$ cat src/hw/rtl/bakf_pkg.sv
`timescale 1ns / 1ps
`default_nettype none

package bakf_pkg;

    localparam int FRAC_BITS = 16;

    // Multiplier operands carry the sum of two covariance terms, hence 34 bits.
    localparam int OPD_W  = 34;
    localparam int PROD_W = 2 * OPD_W;
    localparam int ACC_W  = 54;

    localparam int DIV_NUM_W = 48;
    localparam int DIV_DEN_W = 34;

    localparam int DELTA_W = 20;
    localparam int DT_W    = 17;

    localparam logic [31:0] DT_MAX_US = 32'd1000000;

    // The time step is (delta * 2^(FRAC_BITS-5) + 15625) / 31250, taken as a
    // multiplication by a reciprocal that is exact for numerators below 2^31.
    localparam logic [30:0] DT_ROUND = 31'd15625;
    localparam logic [31:0] DT_RECIP = 32'd2251799814;
    localparam int          DT_SHIFT = 46;

    localparam logic [25:0] NOISE_LOW  = 26'd7;
    localparam logic [25:0] NOISE_HIGH = 26'd6553600;
    localparam logic [25:0] MEAS_LOW   = 26'd7;
    localparam logic [25:0] MEAS_HIGH  = 26'd65536000;
    localparam logic [25:0] GATE_LOW   = 26'd6554;
    localparam logic [25:0] GATE_HIGH  = 26'd65536000;

    localparam logic [22:0] ALT_NOISE_RST  = 23'd6554;
    localparam logic [22:0] VEL_NOISE_RST  = 23'd65536;
    localparam logic [25:0] MEAS_NOISE_RST = 26'd65536;
    localparam logic [25:0] GATE_RST       = 26'd655360;
    localparam logic signed [31:0] COV_RST = 32'sd262144;

    localparam int CFG_IDX_W  = 2;
    localparam int CFG_DATA_W = 26;

    typedef enum logic [CFG_IDX_W-1:0] {
        CFG_ALT_NOISE  = 2'd0,
        CFG_VEL_NOISE  = 2'd1,
        CFG_MEAS_NOISE = 2'd2,
        CFG_GATE       = 2'd3
    } t_cfg_idx;

    typedef enum logic [4:0] {
        ST_IDLE,
        ST_START,
        ST_DT_DIV,
        ST_DT2,
        ST_ALT,
        ST_AA1,
        ST_AA2,
        ST_AA3,
        ST_AVA,
        ST_VV,
        ST_CORR,
        ST_GATE,
        ST_K0_DIV,
        ST_K1_DIV,
        ST_C_ALT,
        ST_C_SPD,
        ST_C_VA,
        ST_C_VV,
        ST_C_AA,
        ST_C_AV,
        ST_OUT
    } t_state;

    typedef struct packed {
        logic [31:0]        timestamp_us;
        logic signed [31:0] baro_altitude;
        logic               baro_valid;
        logic               sensor_ok;
        logic               failsafe;
    } t_sample;

    typedef struct packed {
        logic signed [31:0] altitude;
        logic signed [31:0] vertical_speed;
        logic               estimate_valid;
        logic               filter_started;
        logic signed [31:0] innovation;
        logic               rejected;
    } t_result;

    function automatic logic signed [31:0] sat32(input logic signed [ACC_W-1:0] v);
        logic all_one;
        logic all_zero;
        all_one  = &v[ACC_W-1:31];
        all_zero = ~|v[ACC_W-1:31];
        if (all_one || all_zero) begin
            return v[31:0];
        end else if (v[ACC_W-1]) begin
            return 32'sh80000000;
        end else begin
            return 32'sh7FFFFFFF;
        end
    endfunction

    function automatic logic [25:0] clampu(input logic [25:0] v, input logic [25:0] lo,
                                           input logic [25:0] hi);
        if (v < lo) begin
            return lo;
        end else if (v > hi) begin
            return hi;
        end else begin
            return v;
        end
    endfunction

    // Quotient magnitude is limited to 2^31 and then given its sign; a positive 2^31 saturates to 2^31-1.
    function automatic logic signed [31:0] gain_from_quot(input logic [DIV_NUM_W-1:0] q,
                                                         input logic neg);
        logic [32:0] qc;
        qc = (q > DIV_NUM_W'(33'h100000000 >> 1)) ? 33'h080000000 : q[32:0];
        if (neg) begin
            return 32'(-qc);
        end else if (qc[31]) begin
            return 32'sh7FFFFFFF;
        end else begin
            return $signed(qc[31:0]);
        end
    endfunction

endpackage

`default_nettype wire

$ cat src/hw/rtl/bakf_mul.sv
`timescale 1ns / 1ps
`default_nettype none

module bakf_mul
    import bakf_pkg::*;
(
    input  wire                     i_clk,
    input  wire                     i_rst_n,
    input  wire                     i_start,
    input  wire signed [OPD_W-1:0]  i_a,
    input  wire signed [OPD_W-1:0]  i_b,
    output logic                    o_done,
    output logic signed [ACC_W-1:0] o_res
);

    logic [PROD_W-1:0]       r_prod;
    logic                    r_neg;
    logic                    r_stage1;
    logic signed [ACC_W-1:0] r_res;
    logic                    r_done;

    logic [OPD_W-1:0]  w_mag_a;
    logic [OPD_W-1:0]  w_mag_b;
    logic [PROD_W-1:0] w_round;
    logic [ACC_W-1:0]  w_mag_res;

    assign w_mag_a   = i_a[OPD_W-1] ? OPD_W'(-i_a) : OPD_W'(i_a);
    assign w_mag_b   = i_b[OPD_W-1] ? OPD_W'(-i_b) : OPD_W'(i_b);
    assign w_round   = (r_prod + (PROD_W'(1) << (FRAC_BITS - 1))) >> FRAC_BITS;
    assign w_mag_res = w_round[ACC_W-1:0];

    always_ff @(posedge i_clk) begin
        r_prod <= PROD_W'(w_mag_a) * PROD_W'(w_mag_b);
        r_neg  <= i_a[OPD_W-1] ^ i_b[OPD_W-1];
        r_res  <= r_neg ? -$signed(w_mag_res) : $signed(w_mag_res);
        if (!i_rst_n) begin
            r_stage1 <= 1'b0;
            r_done   <= 1'b0;
        end else begin
            r_stage1 <= i_start;
            r_done   <= r_stage1;
        end
    end

    assign o_done = r_done;
    assign o_res  = r_res;

endmodule

`default_nettype wire

$ cat config.mk
export PLATFORM = sky130hd
export DESIGN_NAME = bakf_mul
export DESIGN_NICKNAME = d
export VERILOG_FILES = /design/src/hw/rtl/bakf_pkg.sv /design/src/hw/rtl/bakf_mul.sv
export SDC_FILE = /design/constraint.sdc
export NUM_CORES = 2
export LEC_CHECK = 0
export BUFFER_PORTS_ARGS = -buffer_cell sky130_fd_sc_hd__buf_2
export CORE_AREA = 2 2 331 333
export CTS_CLUSTER_DIAMETER = 150
export DETAILED_ROUTE_END_ITERATION = 10
export DIE_AREA = 0 0 333 335
export PLACE_DENSITY_LB_ADDON = 0.2
export SLEW_MARGIN = 20
export SYNTH_ARGS = -nofsm -noshare
export SYNTH_HDL_FRONTEND = slang
export SYNTH_SLANG_ARGS = --single-unit
$ cat constraint.sdc
create_clock -name i_clk -period 22.6 [get_ports i_clk]
set_input_delay 2.26 -clock i_clk [delete_from_list [all_inputs] [get_ports i_clk]]
set_output_delay 2.26 -clock i_clk [all_outputs]
set_load 0.005 [all_outputs]
==> impl_metrics.tcl <==
set metrics [dict create \
    outcome "completed" \
    slowest_delay_ns 0.80 \
    syn_nets 6351 \
    dr_wl_met3_um 10000 \
    mostFrequentLayoutCells "1083 x sky130_fd_sc_hd__inv_1, 1019 x sky130_fd_sc_hd__fa_1, 739 x sky130_fd_sc_hd__nand2_1" \
    grt_start_max_net_pins 40 \
    rows 121 \
    cts_tree "built" \
    timing.slew.headroom_pct 19.9 \
    wirelength_um 145000 \
    edff_count_synth 0 \
    met2RoutedLength_um 68800 \
    cts_hold_buffers 0 \
    critical-path-slowest-cell "sky130_fd_sc_hd__xor2_1" \
    post-route-min-period_ns 13.87 \
    netlist.area_leader.share_pct 47.6 \
    initial_core_util_pct 39.7 \
    ys_seq_area_share_pct 5.14 \
    postPlaceCellArea_mm2 0.0459 \
    antenna-diode-count 0 \
    routed_wire_length_per_instance_um 22.7 \
    synthesized_instance_count 4976 \
    final_nets 6364 \
    core_area_mm2 0.108 \
    yosys_synthesis_warning_count 0 \
    antenna_found_initial 6 \
    fin_cells 6408 \
    setup_slack_ns 8.73 \
    timing.clock.skew_ns 0.00950 \
    synthArstFlopShare_pct 0 \
    average_instance_area_after_synthesis_um2 8.61 \
    grt_remaining_overflow 0 \
    die_height_um 335 \
    postLayoutCellArea_mm2 0.0462 \
    synth.distinct_cells 80 \
    yosys_most_used_dff "sky130_fd_sc_hd__dfxtp_1" \
    synth_seq_cells 110 \
    drt_pre_antenna_iters 6 \
    drcViolationCount 0 \
    cts_made_buffers 9 \
    dp_worst_setup_slack_ns 8.53 \
    uppermost_signal_routing_layer_after_detailed_routing "met5" \
    area_of_the_multi_input_gates_mm2 0.0364 \
    h_tree_depth_reported_by_cts 3 \
    final_common_cell "sky130_fd_sc_hd__inv_1" \
    finalWeightedCongestion 0.923 \
    ctsResizeCount 0 \
    numPlacedInstances 6392 \
    yosys.area.top_type "sky130_fd_sc_hd__fa_1" \
    max_cap_viol_count 0 \
    clk_root_buffer_cell "sky130_fd_sc_hd__clkbuf_16" \
    synth.area.top_cells "sky130_fd_sc_hd__fa_1 48%, sky130_fd_sc_hd__inv_1 9.5%, sky130_fd_sc_hd__ha_1 8.3%, sky130_fd_sc_hd__nand2_1 6.5%, sky130_fd_sc_hd__dfxtp_1 5.1%" \
    clk_pin_slew_ns 0.07 \
    critical_path.max_fanout 19 \
    critPathKind "input pin to flip-flop" \
    critical_path_arrival_ns 14.13 \
    cts_max_path_buffers 2 \
    routed_via_density 5.37 \
    clkLatencyLatePin_ns 0.36 \
    first_iter_violations 2466 \
    fmax_ghz 0.0721 \
    port_buffers 125 \
    max_slew.worst_pin.slew_ns 1.20 \
    totalNegativeSetupSlack_ns 0 \
    critPathCaptureType "flip-flop" \
    place_hpwl_um 118000 \
    mappedNetlistArea_mm2 0.0429 \
    total_die_area_mm2 0.112 \
    clock-sinks 110 \
    antenna_violating_nets_post_route 0 \
    finalSetupViolations 0 \
    flow.area_growth_from_synthesis_pct 7.80 \
    die_width_um 333 \
    top_level_ports 126 \
    rsz0062_at_grt "no" \
    final-seq-area_mm2 0.00220 \
    vias 34408 \
    cp-start-kind "input pin" \
    final_max_slew_viol_count 0 \
    grt_pass1_wl_um 223000 \
    grt_pass1_vias 35923 \
    post-cts-setup-buffers 0 \
    critical_path.most_common_cell "sky130_fd_sc_hd__fa_1" \
    min_period_over_period_pct 61.4 \
    n_fill_cell 10830 \
    hold_viol 0 \
    cp.required_ns 22.86 \
    detailed_routing_wirelength_on_met1_um 59300 \
    all_layer_gr_usage_pct 26.5 \
    fraction_of_layout_instances_using_a_drive_strength_above_1_pct 7.03 \
    worstHoldPathType "flip-flop to flip-flop" \
]
[cells in the mapped netlist (all sizes together), types with 23 or more instances]
master and instances:
and2 39, fa 1019, buf 23, nand3 44, ha 285, nor3 32
nor2 573, a21o 42, clkbuf 204, inv 1084, xor2 105, o21ai 79
dfxtp 110, nand4 47, nand2 739, a21oi 82, xnor2 155, nor4 29
or3 23
[flip-flops by register name, summed over array words and instances (netlist names)]
register  count
o_res        54
r_prod       53
o_done        1
r_stage1      1
r_neg         1
[routing by layer]
layer / global-route usage [%] / vias to the layer above
met5: 0 / -
met3: 3.57 / 302
met1: 35.2 / 17910
li1: - / 14867
met2: 43.9 / 1321
met4: 10.8 / 8
[critical path, delay by kind of cell]
kind,cells,cell delay [ns]
simple gates,9,2.86
fa+ha+maj,10,4.68
xor+xnor,1,0.80
buf+inv,9,1.18
compound gates,7,2.36
[layout make-up]
class	instances	area share, %
sequential	110	4.77
clock buffer	11	0.525
clock inverter	5	0.146
tap	1414	3.83
timing repair buffer	230	3.06
multi-input combinational	3553	78.9
inverter	1085	8.81
[stage by stage]
stage / hold WS (ns) / utilization (%)
after floorplan: 0.412 / -
after global placement: 0.416 / 42.5
after detailed placement: 0.421 / 42.5
after CTS: 0.438 / 42.8
after global routing: 0.451 / 42.8
final: 0.433 / 42.8
[path summary, 6_finish.rpt]
kind | from | end | slack, ns | cells after the start
hold reg to reg | r_stage1 | o_done | 0.43 | 1
hold / removal | r_stage1 | o_done | 0.43 | 1
setup / recovery | i_a[0] | r_prod[62] | 8.73 | 36
setup reg to reg | r_prod[16] | o_res[34] | 18.12 | 10
[cells by family after synthesis]
kind of cell | Yosys count | share of synthesized area, %
buffers and inverters | 1313 | 11.6
and+or+nand+nor | 1631 | 16.2
AOI/OAI and AO/OA | 349 | 5.46
xor gates and xnor gates | 262 | 5.49
muxes | 7 | 0.166
DFF | 110 | 5.14
adders and majority gates | 1304 | 55.9
Power is not shown: default switching activity piles up to over one toggle a cycle in this logic, so the estimate is an artifact.
