==> config.mk <==
export PLATFORM = sky130hd
export DESIGN_NAME = bakf_div
export DESIGN_NICKNAME = d
export VERILOG_FILES = /design/src/hw/rtl/bakf_pkg.sv /design/src/hw/rtl/bakf_div.sv
export SDC_FILE = /design/constraint.sdc
export NUM_CORES = 1
export LEC_CHECK = 0
export BUFFER_PORTS_ARGS = -buffer_cell sky130_fd_sc_hd__buf_2
export CAP_MARGIN = 5
export CORE_MARGIN = 2
export CORE_UTILIZATION = 30
export DETAILED_ROUTE_END_ITERATION = 12
export HOLD_SLACK_MARGIN = 0.15
export MAX_ROUTING_LAYER = met4
export PLACE_DENSITY = 0.52
export SYNTH_ARGS = -nofsm -noshare
export SYNTH_HDL_FRONTEND = slang
export SYNTH_SLANG_ARGS = --single-unit
==> constraint.sdc <==
create_clock -name i_clk -period 3.6 [get_ports i_clk]
set_input_delay 0.54 -clock i_clk [delete_from_list [all_inputs] [get_ports i_clk]]
set_output_delay 0.54 -clock i_clk [all_outputs]
set_load 0.02 [all_outputs]
==> src/hw/rtl/bakf_pkg.sv <==
`timescale 1ns / 1ps
`default_nettype none

package bakf_pkg;

    localparam int FRAC_BITS = 16;

    // Multiplier operands carry the sum of two covariance terms, hence 34 bits.
    localparam int OPD_W  = 34;
    localparam int PROD_W = 2 * OPD_W;
    localparam int ACC_W  = 54;

    localparam int DIV_NUM_W = 48;
    localparam int DIV_DEN_W = 34;

    localparam int DELTA_W = 20;
    localparam int DT_W    = 17;

    localparam logic [31:0] DT_MAX_US = 32'd1000000;

    // The time step is (delta * 2^(FRAC_BITS-5) + 15625) / 31250, taken as a
    // multiplication by a reciprocal that is exact for numerators below 2^31.
    localparam logic [30:0] DT_ROUND = 31'd15625;
    localparam logic [31:0] DT_RECIP = 32'd2251799814;
    localparam int          DT_SHIFT = 46;

    localparam logic [25:0] NOISE_LOW  = 26'd7;
    localparam logic [25:0] NOISE_HIGH = 26'd6553600;
    localparam logic [25:0] MEAS_LOW   = 26'd7;
    localparam logic [25:0] MEAS_HIGH  = 26'd65536000;
    localparam logic [25:0] GATE_LOW   = 26'd6554;
    localparam logic [25:0] GATE_HIGH  = 26'd65536000;

    localparam logic [22:0] ALT_NOISE_RST  = 23'd6554;
    localparam logic [22:0] VEL_NOISE_RST  = 23'd65536;
    localparam logic [25:0] MEAS_NOISE_RST = 26'd65536;
    localparam logic [25:0] GATE_RST       = 26'd655360;
    localparam logic signed [31:0] COV_RST = 32'sd262144;

    localparam int CFG_IDX_W  = 2;
    localparam int CFG_DATA_W = 26;

    typedef enum logic [CFG_IDX_W-1:0] {
        CFG_ALT_NOISE  = 2'd0,
        CFG_VEL_NOISE  = 2'd1,
        CFG_MEAS_NOISE = 2'd2,
        CFG_GATE       = 2'd3
    } t_cfg_idx;

    typedef enum logic [4:0] {
        ST_IDLE,
        ST_START,
        ST_DT_DIV,
        ST_DT2,
        ST_ALT,
        ST_AA1,
        ST_AA2,
        ST_AA3,
        ST_AVA,
        ST_VV,
        ST_CORR,
        ST_GATE,
        ST_K0_DIV,
        ST_K1_DIV,
        ST_C_ALT,
        ST_C_SPD,
        ST_C_VA,
        ST_C_VV,
        ST_C_AA,
        ST_C_AV,
        ST_OUT
    } t_state;

    typedef struct packed {
        logic [31:0]        timestamp_us;
        logic signed [31:0] baro_altitude;
        logic               baro_valid;
        logic               sensor_ok;
        logic               failsafe;
    } t_sample;

    typedef struct packed {
        logic signed [31:0] altitude;
        logic signed [31:0] vertical_speed;
        logic               estimate_valid;
        logic               filter_started;
        logic signed [31:0] innovation;
        logic               rejected;
    } t_result;

    function automatic logic signed [31:0] sat32(input logic signed [ACC_W-1:0] v);
        logic all_one;
        logic all_zero;
        all_one  = &v[ACC_W-1:31];
        all_zero = ~|v[ACC_W-1:31];
        if (all_one || all_zero) begin
            return v[31:0];
        end else if (v[ACC_W-1]) begin
            return 32'sh80000000;
        end else begin
            return 32'sh7FFFFFFF;
        end
    endfunction

    function automatic logic [25:0] clampu(input logic [25:0] v, input logic [25:0] lo,
                                           input logic [25:0] hi);
        if (v < lo) begin
            return lo;
        end else if (v > hi) begin
            return hi;
        end else begin
            return v;
        end
    endfunction

    // Quotient magnitude is limited to 2^31 and then given its sign; a positive 2^31 saturates to 2^31-1.
    function automatic logic signed [31:0] gain_from_quot(input logic [DIV_NUM_W-1:0] q,
                                                         input logic neg);
        logic [32:0] qc;
        qc = (q > DIV_NUM_W'(33'h100000000 >> 1)) ? 33'h080000000 : q[32:0];
        if (neg) begin
            return 32'(-qc);
        end else if (qc[31]) begin
            return 32'sh7FFFFFFF;
        end else begin
            return $signed(qc[31:0]);
        end
    endfunction

endpackage

`default_nettype wire

==> src/hw/rtl/bakf_div.sv <==
`timescale 1ns / 1ps
`default_nettype none

module bakf_div
    import bakf_pkg::*;
(
    input  wire                  i_clk,
    input  wire                  i_rst_n,
    input  wire                  i_start,
    input  wire [DIV_NUM_W-1:0]  i_num,
    input  wire [DIV_DEN_W-1:0]  i_den,
    output logic                 o_done,
    output logic [DIV_NUM_W-1:0] o_quot
);

    localparam int CNT_W = $clog2(DIV_NUM_W + 1);

    logic [DIV_DEN_W:0]   r_rem;
    logic [DIV_NUM_W-1:0] r_quo;
    logic [DIV_DEN_W-1:0] r_den;
    logic [CNT_W-1:0]     r_cnt;
    logic                 r_busy;
    logic                 r_done;

    logic [DIV_DEN_W:0] w_rem_sh;
    logic               w_ge;

    // Restoring division, one quotient bit per cycle.
    assign w_rem_sh = {r_rem[DIV_DEN_W-1:0], r_quo[DIV_NUM_W-1]};
    assign w_ge     = w_rem_sh >= {1'b0, r_den};

    always_ff @(posedge i_clk) begin
        if (!i_rst_n) begin
            r_busy <= 1'b0;
            r_done <= 1'b0;
            r_cnt  <= '0;
        end else begin
            r_done <= 1'b0;
            if (i_start) begin
                r_busy <= 1'b1;
                r_cnt  <= CNT_W'(DIV_NUM_W);
                r_rem  <= '0;
                r_quo  <= i_num;
                r_den  <= i_den;
            end else if (r_busy) begin
                r_rem <= w_ge ? w_rem_sh - {1'b0, r_den} : w_rem_sh;
                r_quo <= {r_quo[DIV_NUM_W-2:0], w_ge};
                r_cnt <= r_cnt - CNT_W'(1);
                if (r_cnt == CNT_W'(1)) begin
                    r_busy <= 1'b0;
                    r_done <= 1'b1;
                end
            end
        end
    end

    assign o_done = r_done;
    assign o_quot = r_quo;

endmodule

`default_nettype wire

==> impl_metrics.yaml, run 1 <==
outcome:
  outcome: "completed"
sta:
  finalSetupTns_ns: 0
  max_slew_margin: 0.5026
  hold_violations: 0
  tightest_slew_ns: 0.7397
  rsz0062_at_grt: "no"
  slew_violations: 0
  fmax_mhz: 303.0
  skew_ns: 0.01337
  layout_min_cycle_time_ns: 3.300
  post-route-period-util: 0.9167
  finalWorstSetupSlack_ns: 0.2999
  setup_viol: 0
route:
  wl_per_cell_um: 15.90
  ant_nets: 0
  drc_errors: 0
  vias_per_cell: 4.785
  num_vias: 5149
  drtIter0Drc: 186
  firstDrtPassIters: 5
  routed_wl_um: 17110
synth:
  synth_cell_types: 64
  synth_ff_type: "edfxtp_1"
  syn_avg_cell_area_um2: 11.36
  ys_ff_latch: 124
  synth_fp_nets: 738
  synthArstFlopShare: 0
  syn-instance-count: 616
  syn_area_um2: 6995
  synth_seq_area_share: 0.5208
  yosys_warnings: 0
  synth-edff-count: 116
die:
  dieArea_um2: 24550
  rows: 55
  start_util: 0.3071
  ios: 134
  die_x_um: 156.7
  core_um2: 22780
  die_height_um: 156.7
layout:
  final_cell_mix: "buf_2, edfxtp_1, nand2_1"
  final_core_util: 0.3780
  final_common_cell: "buf_2"
  syn_to_final_growth_pct: 23.09
  nNetsFinal: 871
  fillers: 2266
  drive_above_1_share: 0.3058
run:
  cap_viol_max_count: 0
worst_setup_path:
  arrival_ns: 3.46
  crit_family: "compound AO/OA/AOI/OAI gates"
  end_kind: "flip-flop"
  path_class: "flip-flop to flip-flop"
  crit_path_max_incr_delay_ns: 0.43
  path_buf_inv: 2
  cp.required_ns: 3.76
  crit_fanout: 5
  cp_slowest_cell: "fa_1"
  path_cells: "inv_1, ha_1, inv_1, fa_1, a211oi_2, o21bai_1, o22a_2, a2111oi_4, o31ai_1, a31oi_1, xor2_1, a211oi_1"
  cp_common_cell: "inv_1"
  start_kind: "flip-flop"
clock_network:
  cts_buffer_depth: 2
  clk_latency_ns: 0.43
  clk_pin_slew_ns: 0.06
  cts.sinks: 124
  numCtsBuffers: 17
  cts_resized: 0
  cts_root_buf: "clkbuf_16"
  cts_setup_buffers: 0
  cts_hold_buf: 0
  cts_tree: "done"
  htreeDepth: 4
pwr:
  p_per_area_nw_per_um2: 528.0
  p_leak_nw: 3.480
  peakVddDrop_v: 0.0002757
placed_design:
  post-dp-hpwl_um: 12290
  preCtsSetupSlack_ns: 0.2341
  gp_congestion: 0.7883
  numPortBuffers: 133
global_routing:
  grt_overflow: 0
  grt_max_degree: 82
  antenna_found_initial: 1
  grtUsageTotal: 0.1528
  grt_pass1_vias: 5427
  grt_pass1_wl_um: 28140
min_path:
  hp-class: "input port to flip-flop"
-- where the power goes --
| part | leakage (nW) | internal (mW) | switching (mW) | total (mW) |
|---|---|---|---|---|
| Sequential | 1.17 | 1.73 | 0.0585 | 1.79 |
| Clock | 0.283 | 1.03 | 0.705 | 1.74 |
| Combinational | 2.02 | 0.419 | 0.601 | 1.02 |
| Total | 3.48 | 3.18 | 1.37 | 4.55 |
-- worst paths after layout --
| check | from | end | slack (ns) | depth (start not counted) |
|---|---|---|---|---|
| worst max-delay path | o_quot[47] | r_rem[26] | 0.30 | 12 |
| worst min-delay path | i_den[27] | r_den[27] | 0.29 | 1 |
| worst max register to register | o_quot[47] | r_rem[26] | 0.30 | 12 |
| worst min register to register | r_cnt[1] | r_cnt[1] | 0.50 | 2 |
-- metrics by stage --
step | total power, mW | std cells | hold slack [ns] | cell area, µm²
after floorplan | 2.565 | 616 | 0.4685 | 6995
after global placement | 2.834 | 1043 | 0.4846 | 8008
after detailed placement | 2.839 | 1043 | 0.4947 | 8008
after CTS | 4.600 | 1075 | 0.2600 | 8596
after global routing | 4.790 | 1076 | 0.2638 | 8611
final | 4.546 | 1076 | 0.2880 | 8611
-- logic make-up (layout without fill, tap and decap cells) --
group	Yosys count	after routing	share of synthesized area
XOR/XNOR	30	30	0.03756
multiplexers	48	48	0.07727
AO/OA/AOI/OAI	150	150	0.1431
buffers and inverters	78	224	0.04740
AND/OR/NAND/NOR	149	149	0.1066
other	0	1	0
adder cells (fa/ha/maj)	37	37	0.06725
flip-flops	124	124	0.5208
-- final cells by class --
| type | count | area, µm² | area share |
|---|---|---|---|
| Inverter | 51 | 191.4 | 0.02223 |
| Tap cell | 313 | 391.6 | 0.04548 |
| Multi-Input combinational cell | 414 | 3040 | 0.3531 |
| Sequential cell | 124 | 3643 | 0.4231 |
| Clock inverter | 14 | 158.9 | 0.01845 |
| Clock buffer | 18 | 429.2 | 0.04984 |
| Timing Repair Buffer | 141 | 753.2 | 0.08747 |
| Antenna cell | 1 | 2.502 | 0.0002906 |
-- registers in the layout, indices dropped and copies added (netlist names) --
register and cells:
o_quot 48, r_den 34, r_rem 34, r_cnt 6
o_done 1, r_busy 1
-- routing by layer --
metal | vias up | routed length [µm] | track usage
met5 | - | 0 | -
met4 | 0 | 243 | 0.05068
met3 | 21 | 1242 | 0.05345
met2 | 166 | 7709 | 0.2316
met1 | 2414 | 7914 | 0.1904
li1 | 2548 | - | -
-- cells in the mapped netlist (4+ instances only) --
| master | n | share of area |
|---|---|---|
| a211oi_1 | 14 | 0.015 |
| a21boi_0 | 4 | 0.0043 |
| a21o_1 | 12 | 0.013 |
| a21oi_1 | 50 | 0.036 |
| a31oi_1 | 4 | 0.0036 |
| and2_1 | 6 | 0.0054 |
| buf_1 | 4 | 0.0021 |
| buf_2 | 7 | 0.0050 |
| buf_4 | 6 | 0.0064 |
| clkbuf_1 | 9 | 0.0048 |
| dfxtp_1 | 8 | 0.023 |
| edfxtp_1 | 116 | 0.50 |
| ha_1 | 36 | 0.064 |
| inv_1 | 50 | 0.027 |
| mux2_2 | 48 | 0.077 |
| nand2_1 | 63 | 0.034 |
| nand3_1 | 9 | 0.0064 |
| nand3b_1 | 7 | 0.0075 |
| nand4_1 | 9 | 0.0080 |
| nor2_1 | 29 | 0.016 |
| o211ai_1 | 6 | 0.0064 |
| o21a_1 | 10 | 0.011 |
| o21ai_0 | 20 | 0.014 |
| o21bai_1 | 4 | 0.0043 |
| xnor2_1 | 20 | 0.025 |
| xor2_1 | 10 | 0.013 |
Note: power is estimated with default switching activity, not from simulation.
==> run 2: changes to the inputs <==
--- a/config.mk
+++ b/config.mk
@@ -8,11 +8,10 @@
 export BUFFER_PORTS_ARGS = -buffer_cell sky130_fd_sc_hd__buf_2
 export CAP_MARGIN = 5
 export CORE_MARGIN = 2
-export CORE_UTILIZATION = 30
+export CORE_UTILIZATION = 40
 export DETAILED_ROUTE_END_ITERATION = 12
 export HOLD_SLACK_MARGIN = 0.15
-export MAX_ROUTING_LAYER = met4
-export PLACE_DENSITY = 0.52
+export PLACE_DENSITY = 0.64
 export SYNTH_ARGS = -nofsm -noshare
 export SYNTH_HDL_FRONTEND = slang
 export SYNTH_SLANG_ARGS = --single-unit
==> impl_metrics.yaml, run 2 (synthesized netlist as in run 1, its figures left out) <==
run:
  cap_viol_max_count: 0
pwr:
  switching_share: 0.3125
  peakVddDrop_v: 0.0003450
  p_seq_frac: 0.401
  pwr-share-clk: 0.370
  comb_power_share: 0.229
  p_leak_nw: 3.480
  p_int_mw: 3.065
  p_switching_mw: 1.393
  p_per_area_nw_per_um2: 526.0
clock_network:
  clk_latency_ns: 0.43
  cts_setup_buffers: 0
  cts.sinks: 124
  cts_tree: "done"
  cts_root_buf: "clkbuf_16"
  cts_buffer_depth: 2
  numCtsBuffers: 17
  clk_pin_slew_ns: 0.07
  htreeDepth: 4
worst_setup_path:
  path_cells: "inv_1, ha_1, inv_1, fa_1, a211oi_2, o21bai_1, o22a_2, a2111oi_4, o31ai_1, a31oi_1, xor2_1, a211oi_1"
  r2r_slack_ns: 0.31
  cp_common_cell: "inv_1"
  arrival_ns: 3.54
  r2r_end: "r_rem[26]"
  start_kind: "flip-flop"
  r2r.worst_path.cells: 12
  r2r_start: "o_quot[47]"
  crit_path_max_incr_delay_ns: 0.44
  end_kind: "flip-flop"
  path_class: "flip-flop to flip-flop"
  crit_fanout: 5
  cp_slowest_cell: "fa_1"
  cp.required_ns: 3.85
layout:
  nNetsFinal: 873
  syn_to_final_growth_pct: 21.16
  fillers: 1580
  final_common_cell: "buf_2"
  largest_reg_flops: 48
  stdcell_count: 989
  drive_above_1_share: 0.3089
  antenna_cells: 0
  final_cell_mix: "buf_2, edfxtp_1, nand2_1"
min_path:
  hp-class: "input port to flip-flop"
  min-delay-start: "i_den[26]"
  min_path_cells: 1
  worstHoldEndpoint: "r_den[26]"
route:
  vias_per_cell: 5.254
  firstDrtPassIters: 4
  num_vias: 5196
  m1WireLength_um: 7052
  drtIter0Drc: 352
  top_layer: "met4"
  drc_errors: 0
  wl_per_cell_um: 16.32
  routed_wl_um: 16140
  wl_met3_um: 1207
  ant_nets: 0
  wl_met2_um: 7596
sta:
  hold_violations: 0
  finalSetupTns_ns: 0
  finalWorstSetupSlack_ns: 0.3054
  skew_ns: 0.01055
  slew_violations: 0
  post-route-period-util: 0.9152
  max_slew_margin: 0.5841
  setup_viol: 0
  rsz0062_at_grt: "no"
  fmax_mhz: 303.5
  tightest_slew_ns: 0.6239
  layout_min_cycle_time_ns: 3.295
die:
  ios: 134
  rows: 48
  core_um2: 17180
  die_height_um: 136.2
  die_x_um: 136.2
  start_util: 0.4073
  dieArea_um2: 18560
global_routing:
  grt_pass1_vias: 5416
  grtUsageTotal: 0.1858
  grt_overflow: 0
  antenna_found_initial: 0
  grt_pass1_wl_um: 26710
  grt_max_degree: 51
placed_design:
  post-dp-hpwl_um: 11600
  preCtsSetupSlack_ns: 0.2299
  gp_congestion: 0.8740
  dp.cells: 957
  numPortBuffers: 133
outcome:
  outcome: "completed"
run 2: final cells by class:
cell class,count,area (µm²),area share
Tap cell,225,281.5,0.03322
Timing Repair Buffer,143,753.2,0.08887
Sequential cell,124,3643,0.4299
Clock buffer,17,425.4,0.05019
Clock inverter,15,140.1,0.01653
Inverter,51,191.4,0.02259
Multi-Input combinational cell,414,3040,0.3587
run 2: worst max-delay path: cells and delay by family (launching register included):
family                     cells  cell delay (ns)
buffers and inverters          2             0.13
AOI/OAI and AO/OA              7             1.91
DFF                            1             0.40
xor gates and xnor gates       1             0.08
adders and majority gates      2             0.60
run 2: power by group through the flow:
| stage | clock, mW | sequential, mW | combinational (mW) |
|---|---|---|---|
| floorplan | 0 | 1.85 | 0.717 |
| global placement | 0 | 1.81 | 0.990 |
| detailed placement | 0 | 1.82 | 1.01 |
| CTS | 1.69 | 1.79 | 1.02 |
| global route | 1.75 | 1.80 | 1.13 |
| finish | 1.65 | 1.79 | 1.02 |
run 2: worst max-delay path by stage:
stage                            to       start  cells past startpoint  slack [ns]
after floorplan           o_quot[0]     i_start                      2        0.47
after global placement    r_rem[26]  o_quot[47]                     12        0.34
final                     r_rem[26]  o_quot[47]                     12        0.31
after CTS                 r_rem[30]  o_quot[47]                     12        0.20
after detailed placement  r_rem[30]  o_quot[47]                     12        0.23
after global routing      r_rem[30]  o_quot[47]                     12        0.13
run 2: routing by layer:
layer / track usage / vias up
met5: 0 / -
met4: 0.07118 / 0
met3: 0.07271 / 22
met2: 0.2965 / 162
met1: 0.2269 / 2461
li1: - / 2551
run 2: repair_timing:
item | 4_1_cts | 5_1_grt
hold endpoints to repair | 0 | 0
resized for setup | 0 | 1
endpoints found under the setup margin | 0 | 2
hold buffers | 0 | 0
run 2: through the flow:
step | power (mW) | instance area [µm²] | hold WS [ns] | utilization
final | 4.458 | 8476 | 0.2847 | 0.4934
after global routing | 4.679 | 8476 | 0.2574 | 0.4934
after CTS | 4.495 | 8463 | 0.2680 | 0.4927
after detailed placement | 2.826 | 7898 | 0.5274 | 0.4598
after global placement | 2.804 | 7898 | 0.4798 | 0.4598
after floorplan | 2.565 | 6995 | 0.4685 | -
